==> src/rtl/kr_pkg.sv <==
// Shared constants and controller/datapath interface types for the keyed record table.
package kr_pkg;

    localparam int KEY_W = 16;
    localparam int VAL_W = 8;
    localparam int REC_W = KEY_W + VAL_W;

    localparam logic [1:0] OP_INSERT = 2'd0;
    localparam logic [1:0] OP_DELETE = 2'd1;
    localparam logic [1:0] OP_SEARCH = 2'd2;

    localparam logic [1:0] ST_OK        = 2'd0;
    localparam logic [1:0] ST_NOT_FOUND = 2'd1;
    localparam logic [1:0] ST_FULL      = 2'd2;

    typedef struct packed {
        logic       load;
        logic       append;
        logic       scan_step;
        logic       shift_init;
        logic       shift_step;
        logic       count_dec;
        logic       cap_value;
        logic       respond;
        logic [1:0] resp_status;
        logic       resp_found;
    } t_kr_cmd;

    typedef struct packed {
        logic [1:0] op;
        logic       empty;
        logic       full;
        logic       hit;
        logic       last;
        logic       shift_done;
    } t_kr_sts;

endpackage

==> src/rtl/keyed_record_table.sv <==
// Keyed record table top level: controller, datapath and result checks.
// A request is taken when start is high while busy is low; its result appears on
// o_status/o_found_value/o_count for one cycle with o_done and must be taken then.
// Insert and the unused op code go straight from decode to the response. Search and
// delete walk the record RAM one record per cycle; a search stops at the first match
// or after the last record, and a delete that hits moves every later record down by
// one slot before it responds. busy stays high for the whole request.
module keyed_record_table import kr_pkg::*; #(
    parameter int ENTRIES = 128
) (
    input  logic             i_clk,
    input  logic             i_rst_n,
    input  logic             start,
    output logic             busy,
    input  logic [1:0]       i_op,
    input  logic [KEY_W-1:0] i_key,
    input  logic [VAL_W-1:0] i_value,
    output logic             o_done,
    output logic [1:0]       o_status,
    output logic [7:0]       o_found_value,
    output logic [7:0]       o_count
);

    t_kr_cmd cmd;
    t_kr_sts sts;

    kr_ctrl u_ctrl (
        .i_clk   (i_clk),
        .i_rst_n (i_rst_n),
        .i_start (start),
        .i_sts   (sts),
        .o_cmd   (cmd),
        .o_busy  (busy)
    );

    kr_datapath #(
        .ENTRIES (ENTRIES)
    ) u_dp (
        .i_clk         (i_clk),
        .i_rst_n       (i_rst_n),
        .i_op          (i_op),
        .i_key         (i_key),
        .i_value       (i_value),
        .i_cmd         (cmd),
        .o_sts         (sts),
        .o_done        (o_done),
        .o_status      (o_status),
        .o_found_value (o_found_value),
        .o_count       (o_count)
    );

    // a result only ends a request in progress, and frees the block
    a_done_after_busy: assert property (@(posedge i_clk) disable iff (!i_rst_n)
        o_done |-> $past(busy) && !busy)
        else $error("result without a request in progress");

    a_accept_busy: assert property (@(posedge i_clk) disable iff (!i_rst_n)
        (start && !busy) |=> busy && !o_done)
        else $error("request accepted but block not busy");

    a_value_only_on_hit: assert property (@(posedge i_clk) disable iff (!i_rst_n)
        (o_done && o_status != ST_OK) |-> o_found_value == 8'd0)
        else $error("found value reported on failed request");

endmodule

==> src/rtl/kr_ram.sv <==
// Generic single-write, single-read RAM with registered read data.
module kr_ram #(
    parameter int WIDTH = 24,
    parameter int DEPTH = 128
) (
    input  logic                             i_clk,
    input  logic                             i_we,
    input  logic [$clog2(DEPTH)-1:0]         i_waddr,
    input  logic [WIDTH-1:0]                 i_wdata,
    input  logic [$clog2(DEPTH)-1:0]         i_raddr,
    output logic [WIDTH-1:0]                 o_rdata
);

    logic [WIDTH-1:0] r_mem [DEPTH];
    logic [WIDTH-1:0] r_rdata;

    always_ff @(posedge i_clk) begin
        if (i_we) begin
            r_mem[i_waddr] <= i_wdata;
        end
        r_rdata <= r_mem[i_raddr];
    end

    assign o_rdata = r_rdata;

endmodule

==> src/rtl/kr_datapath.sv <==
// Datapath: request latches, record count, scan pointer, record RAM and result registers.
module kr_datapath import kr_pkg::*; #(
    parameter int ENTRIES = 128
) (
    input  logic             i_clk,
    input  logic             i_rst_n,
    input  logic [1:0]       i_op,
    input  logic [KEY_W-1:0] i_key,
    input  logic [VAL_W-1:0] i_value,
    input  t_kr_cmd          i_cmd,
    output t_kr_sts          o_sts,
    output logic             o_done,
    output logic [1:0]       o_status,
    output logic [7:0]       o_found_value,
    output logic [7:0]       o_count
);

    localparam int AW = $clog2(ENTRIES);
    localparam int CW = $clog2(ENTRIES + 1);

    logic [1:0]       r_op;
    logic [KEY_W-1:0] r_key;
    logic [VAL_W-1:0] r_value;
    logic [CW-1:0]    r_count;
    logic [CW-1:0]    r_rd;
    logic             r_pv;
    logic [AW-1:0]    r_pidx;
    logic [VAL_W-1:0] r_fval;
    logic             r_done;
    logic [1:0]       r_status;
    logic [7:0]       r_found_value;
    logic [7:0]       r_count_o;

    logic             issue;
    logic             ram_we;
    logic [AW-1:0]    ram_waddr;
    logic [REC_W-1:0] ram_wdata;
    logic [REC_W-1:0] ram_rdata;
    logic [CW+7:0]    count_ext;

    assign issue     = r_rd < r_count;
    assign ram_we    = i_cmd.append | (i_cmd.shift_step & r_pv);
    // shift moves the record just read down by one slot
    assign ram_waddr = i_cmd.append ? r_count[AW-1:0] : (r_pidx - AW'(1));
    assign ram_wdata = i_cmd.append ? {r_key, r_value} : ram_rdata;
    assign count_ext = {8'd0, r_count};

    kr_ram #(
        .WIDTH (REC_W),
        .DEPTH (ENTRIES)
    ) u_ram (
        .i_clk   (i_clk),
        .i_we    (ram_we),
        .i_waddr (ram_waddr),
        .i_wdata (ram_wdata),
        .i_raddr (r_rd[AW-1:0]),
        .o_rdata (ram_rdata)
    );

    always_comb begin
        o_sts.op         = r_op;
        o_sts.empty      = r_count == '0;
        o_sts.full       = r_count == CW'(ENTRIES);
        o_sts.hit        = r_pv && (ram_rdata[REC_W-1:VAL_W] == r_key);
        o_sts.last       = r_pv && ((CW'(r_pidx) + CW'(1)) == r_count);
        o_sts.shift_done = !r_pv && !issue;
    end

    always_ff @(posedge i_clk) begin
        if (!i_rst_n) begin
            r_count <= '0;
            r_rd    <= '0;
            r_pv    <= 1'b0;
            r_done  <= 1'b0;
        end else begin
            if (i_cmd.load) begin
                r_rd <= '0;
                r_pv <= 1'b0;
            end else if (i_cmd.shift_init) begin
                r_rd <= CW'(r_pidx) + CW'(1);
                r_pv <= 1'b0;
            end else if (i_cmd.scan_step || i_cmd.shift_step) begin
                r_pv <= issue;
                if (issue) begin
                    r_rd <= r_rd + CW'(1);
                end
            end
            if (i_cmd.append) begin
                r_count <= r_count + CW'(1);
            end else if (i_cmd.count_dec) begin
                r_count <= r_count - CW'(1);
            end
            r_done <= i_cmd.respond;
        end
    end

    always_ff @(posedge i_clk) begin
        if (i_cmd.load) begin
            r_op    <= i_op;
            r_key   <= i_key;
            r_value <= i_value;
        end
        if (i_cmd.scan_step || i_cmd.shift_step) begin
            r_pidx <= r_rd[AW-1:0];
        end
        if (i_cmd.cap_value) begin
            r_fval <= ram_rdata[VAL_W-1:0];
        end
        if (i_cmd.respond) begin
            r_status      <= i_cmd.resp_status;
            r_found_value <= i_cmd.resp_found ? r_fval : '0;
            r_count_o     <= count_ext[7:0];
        end
    end

    assign o_done        = r_done;
    assign o_status      = r_status;
    assign o_found_value = r_found_value;
    assign o_count       = r_count_o;

endmodule

==> src/rtl/kr_ctrl.sv <==
// Controller: sequences insert, linear search and delete-with-shift over the record RAM.
module kr_ctrl import kr_pkg::*; (
    input  logic    i_clk,
    input  logic    i_rst_n,
    input  logic    i_start,
    input  t_kr_sts i_sts,
    output t_kr_cmd o_cmd,
    output logic    o_busy
);

    typedef enum logic [2:0] {
        S_IDLE,
        S_DECODE,
        S_SCAN,
        S_SHIFT,
        S_RESP
    } t_state;

    t_state     r_state, n_state;
    logic [1:0] r_st, n_st;
    logic       r_fnd, n_fnd;

    assign o_busy = r_state != S_IDLE;

    always_comb begin
        o_cmd   = '0;
        n_state = r_state;
        n_st    = r_st;
        n_fnd   = r_fnd;
        o_cmd.resp_status = r_st;
        o_cmd.resp_found  = r_fnd;
        unique case (r_state)
            S_IDLE: begin
                if (i_start) begin
                    o_cmd.load = 1'b1;
                    n_st       = ST_OK;
                    n_fnd      = 1'b0;
                    n_state    = S_DECODE;
                end
            end
            S_DECODE: begin
                n_state = S_RESP;
                unique case (i_sts.op)
                    OP_INSERT: begin
                        if (i_sts.full) begin
                            n_st = ST_FULL;
                        end else begin
                            o_cmd.append = 1'b1;
                        end
                    end
                    OP_DELETE, OP_SEARCH: begin
                        if (i_sts.empty) begin
                            n_st = ST_NOT_FOUND;
                        end else begin
                            n_state = S_SCAN;
                        end
                    end
                    default: ;
                endcase
            end
            S_SCAN: begin
                if (i_sts.hit) begin
                    if (i_sts.op == OP_SEARCH) begin
                        o_cmd.cap_value = 1'b1;
                        n_fnd           = 1'b1;
                        n_state         = S_RESP;
                    end else begin
                        o_cmd.shift_init = 1'b1;
                        n_state          = S_SHIFT;
                    end
                end else if (i_sts.last) begin
                    n_st    = ST_NOT_FOUND;
                    n_state = S_RESP;
                end else begin
                    o_cmd.scan_step = 1'b1;
                end
            end
            S_SHIFT: begin
                if (i_sts.shift_done) begin
                    o_cmd.count_dec = 1'b1;
                    n_state         = S_RESP;
                end else begin
                    o_cmd.shift_step = 1'b1;
                end
            end
            S_RESP: begin
                o_cmd.respond = 1'b1;
                n_state       = S_IDLE;
            end
            default: n_state = S_IDLE;
        endcase
    end

    always_ff @(posedge i_clk) begin
        if (!i_rst_n) begin
            r_state <= S_IDLE;
            r_st    <= ST_OK;
            r_fnd   <= 1'b0;
        end else begin
            r_state <= n_state;
            r_st    <= n_st;
            r_fnd   <= n_fnd;
        end
    end

endmodule

==> config.mk <==
export PLATFORM = sky130hd
export DESIGN_NAME = keyed_record_table
export DESIGN_NICKNAME = d
export VERILOG_FILES = /design/src/rtl/kr_pkg.sv /design/src/rtl/keyed_record_table.sv /design/src/rtl/kr_ram.sv /design/src/rtl/kr_datapath.sv /design/src/rtl/kr_ctrl.sv
export SDC_FILE = /design/constraint.sdc
export NUM_CORES = 2
export LEC_CHECK = 0
export BUFFER_PORTS_ARGS = -buffer_cell sky130_fd_sc_hd__buf_2
export CAP_MARGIN = 10
export CORE_ASPECT_RATIO = 1.4
export CORE_UTILIZATION = 30
export DETAILED_ROUTE_END_ITERATION = 10
export GPL_TIMING_DRIVEN = 0
export PLACE_DENSITY = 0.48
export SLEW_MARGIN = 25
export SYNTH_ARGS = -nofsm -noshare
export SYNTH_HDL_FRONTEND = slang
export SYNTH_SLANG_ARGS = --single-unit
==> constraint.sdc <==
create_clock -name i_clk -period 4.3 [get_ports i_clk]
set_input_delay 0.215 -clock i_clk [delete_from_list [all_inputs] [get_ports i_clk]]
set_output_delay 0.215 -clock i_clk [all_outputs]
set_load 0.01 [all_outputs]
==> PnR_summary.wiki <==
{| class="wikitable"
! Metric !! Value
|-
| Run status || finished with violations
|-
| Failing checks || negative setup slack
|-
| Number of register bits inferred by synthesis || 3179
|-
| Maximum number of pins on one net before global-route repair || 129
|-
| Initial antenna violation count || 16
|-
| Combined global-route utilization of all metal layers || 18.6%
|-
| Core Util, Final || 36.4%
|-
| Die ar. || 409000 um^2
|-
| Placeable Area || 404000 um^2
|-
| Synthesized instance count || 5023
|-
| Critical Path Source Type || flop
|-
| Max Clock Skew || 0.0608 ns
|-
| TritonCTS clock tree || built
|-
| Setup repair after global routing missed its margin || no
|-
| Top-Level Pins || 49
|-
| Clk Latency, worst-skew pair || 0.91 ns
|-
| Final net count || 5817
|-
| Post-Route Setup TNS || -0.113 ns
|-
| Port Buffer Count || 48
|-
| Post-detailed-routing wire length || 385000 um
|-
| Proportion of synthesized flip-flops having asynchronous set or reset || 0%
|-
| Critical path arrival || 5.06 ns
|-
| Maximum achievable frequency || 0.230 GHz
|-
| CTS clock-pin slew for the worst setup and hold paths || 0.07 ns
|-
| Commonest non-fill, non-tap cells in the layout || 3131 x edfxtp_1, 967 x mux4_2, 314 x clkbuf_16, 139 x buf_12, 133 x nor2_4
|-
| Residual DRC count || 0
|-
| Detailed Route Iter0 Violations || 6299
|-
| Count of vias placed by the detailed router || 58000
|-
| Vias in the first global route || 60600
|-
| Final Hold Slack || 0.139 ns
|-
| Final slew viol count || 0
|-
| Total of warnings raised by yosys || 0
|-
| Minimum clock period after layout || 4.35 ns
|-
| Initial core utilization || 30.2%
|-
| Fraction of the cycle the final worst path needs || 101%
|-
| Count of cells along the worst hold path || 2
|-
| Critical path capture point type || flop
|-
| Dpl cell area || 134000 um^2
|-
| Global placer's final weighted congestion || 0.877
|-
| Max-cap check violation count || 0
|-
| Largest fanout on the critical path || 10
|-
| Number of H-tree branching levels || 5
|-
| Number of clock buffers inserted by TritonCTS || 306
|-
| Commonest non-fill, non-tap cell in the layout || edfxtp_1
|-
| Pre-antenna DRT Iters || 7
|-
| Final Setup Violations || 4
|-
| Final std cell area, no fill || 147000 um^2
|-
| Source of the worst hold timing path || i_key[7]
|-
| Vert. Die Dim || 756 um
|-
| Worst Slack Setup Final || -0.0508 ns
|-
| Cell chosen for the clock root || clkbuf_16
|-
| Number of filler instances in the final layout || 36300
|-
| Share of final-layout standard cells stronger than drive strength 1 || 37.0%
|-
| Capturing point of the worst reg2reg path || u_dp.u_ram.o_rdata[6]
|-
| Final-report hold violation count || 0
|-
| Library cells used by synthesis || 54
|-
| Syn Area/Cell || 24.3 um^2
|-
| Hold path endpoint || u_dp.r_key[7]
|-
| Share of the yosys chip area belonging to registers || 78.0%
|-
| Number of vias per cell after detailed routing || 5.13
|-
| Overflow left after global routing || 0
|-
| First-pass GRT wire length || 519000 um
|-
| Top FF cell, synth || edfxtp_1
|-
| Synth-to-Final Area Change || 20.6%
|-
| Worst path required time || 5.01 ns
|-
| DPL Wire Length || 260000 um
|-
| Number of enable flip-flop cells after synthesis || 3131
|-
| Hold Crit Class || primary input to flop
|-
| Cell count of the worst reg-to-reg path || 10
|-
| DR WL/cell || 34.1 um
|-
| Clk sinks || 3179
|-
| Number of nets with antenna violations after detailed routing || 0
|-
| Clock tree buffer depth || 4
|-
| Leakage || 44.3 nW
|-
| Nets in the synthesized netlist || 5072
|-
| Die Span X || 541 um
|-
| Total standard cell area after synthesis || 122000 um^2
|-
| Transition time at the pin with the least slew margin || 1.12 ns
|-
| Reg-to-reg slack, setup || -0.05 ns
|-
| Cell row count || 276
|-
| Worst reg2reg startpoint || u_dp.r_rd[1]
|-
| Worst voltage drop across the vdd grid || 0.000317 V
|-
| P per Cell Area || 446 nW/um^2
|-
| Slew Limit Headroom || 25.2%
|-
| Crit path kind || flop to flop
|}
per-layer routing:
metal,share of wire (%),vias up,global-route usage (%)
li1,-,23100,-
met5,0.0034,-,0
met4,5.5,2,9.10
met2,54,1892,34.4
met1,36,32400,21.0
met3,4.8,607,2.48
cell type report:
type,instances,area (um^2),share of cell area [%]
tap,5282,6610,4.50
sequential,3179,95000,64.6
inverter,21,78.8,0.0536
clock buffer,369,8060,5.49
clock inverter,170,1510,1.02
buffer,258,1390,0.943
multi-input combinational,1562,27500,18.7
antenna,12,30.0,0.0204
timing repair buffer,440,6830,4.65
where the power goes:
| part | internal, mW | switching, mW |
|---|---|---|
| Sequential | 35.0 | 0.210 |
| Combinational | 1.05 | 2.60 |
| Clock | 14.8 | 11.9 |
registers in the layout, indices dropped and copies added, names as in the netlist:
signal,cells
u_dp.o_found_value,8
u_dp.r_pv,1
u_dp.o_status,2
u_ctrl.r_st,2
u_dp.r_pidx,7
u_ctrl.r_fnd,1
u_dp.r_value,8
u_dp.u_ram.r_mem,3072
u_dp.r_count,8
u_dp.r_fval,8
u_dp.r_op,2
u_dp.r_rd,8
u_ctrl.r_state,3
u_dp.r_key,16
u_dp.o_count,8
u_dp.u_ram.o_rdata,24
u_dp.o_done,1
how the worst max path moves through the flow:
stage	start	slack, ns	endpoint
final	u_dp.r_rd[1]	-0.05	u_dp.u_ram.o_rdata[6]
after global routing	u_dp.r_count[0]	0.007	u_dp.u_ram.r_mem[82][12]
after CTS	u_dp.r_rd[0]	-0.04	u_dp.u_ram.o_rdata[4]
after detailed placement	u_dp.r_rd[1]	-1.26	u_dp.u_ram.o_rdata[4]
after global placement	u_dp.r_count[0]	-3.09	u_dp.u_ram.r_mem[65][7]
after floorplan	u_dp.r_count[0]	0.63	u_dp.u_ram.r_mem[71][0]
cell usage after synthesis, types with 3 or more instances:
master       n  share of area, %
xor2_1      12             0.086
buf_2       92              0.38
nor2_1     169              0.52
mux2_2      32              0.30
o31ai_1      3             0.018
ha_1        19              0.20
a21o_1       6             0.037
o21a_1       5             0.031
nor3_1      11             0.045
clkbuf_1   142              0.44
o21ai_1      5             0.021
nor2b_1      8             0.041
inv_1       19             0.059
nand3_1     13             0.053
or3_1        4             0.021
a221oi_1    18              0.13
o21ai_0     13             0.053
nor4_1       4             0.021
a211oi_1     9             0.055
xnor2_1     35              0.25
a32o_1      17              0.14
edfxtp_1  3131                77
dfxtp_1     48              0.79
nand2b_1     5             0.026
a22oi_1      3             0.018
and2_1      13             0.067
mux2i_1     64              0.53
mux4_2     967                18
buf_4        5             0.031
nand2_1     85              0.26
nand4_1      5             0.026
a21oi_1     13             0.053
buf_1       22             0.068
critical path, cell delays in order (launching register included):
cell and delay, ns:
dfxtp_1 0.45, clkbuf_2 0.37, clkbuf_2 0.43, buf_16 0.20, clkbuf_2 0.43, clkbuf_2 0.40
buf_12 0.22, mux4_2 0.33, mux4_2 0.57, mux2i_1 0.46, a221oi_1 0.24
cells by family after synthesis:
group                      Yosys count  synth area share [%]
DFF                               3179                  78.0
muxes                             1063                  18.7
and+or+nand+nor                    329                  1.16
buffers and inverters              282                 0.979
AOI/OAI and AO/OA                  102                 0.635
xor gates and xnor gates            48                 0.356
adders and majority gates           20                 0.212
repair_timing:
action,in CTS,in global routing
endpoints found under the hold margin,72,0
pin swaps,64,6
hold buffers,50,0
setup buffers,145,11
setup endpoints to repair,4504,623
gates resized for setup,161,20
per-stage QoR:
| step | setup WS (ns) | total power, mW | std cells |
|---|---|---|---|
| detailed placement | -1.26 | 39.5 | 10500 |
| CTS | -0.0356 | 66.1 | 11300 |
| finish | -0.0508 | 65.5 | 11300 |
| global route | 0.00678 | 67.2 | 11300 |
| floorplan | 0.629 | 37.5 | 5023 |
| global placement | -3.09 | 39.1 | 10400 |
Power figures use the tool's default switching activity.
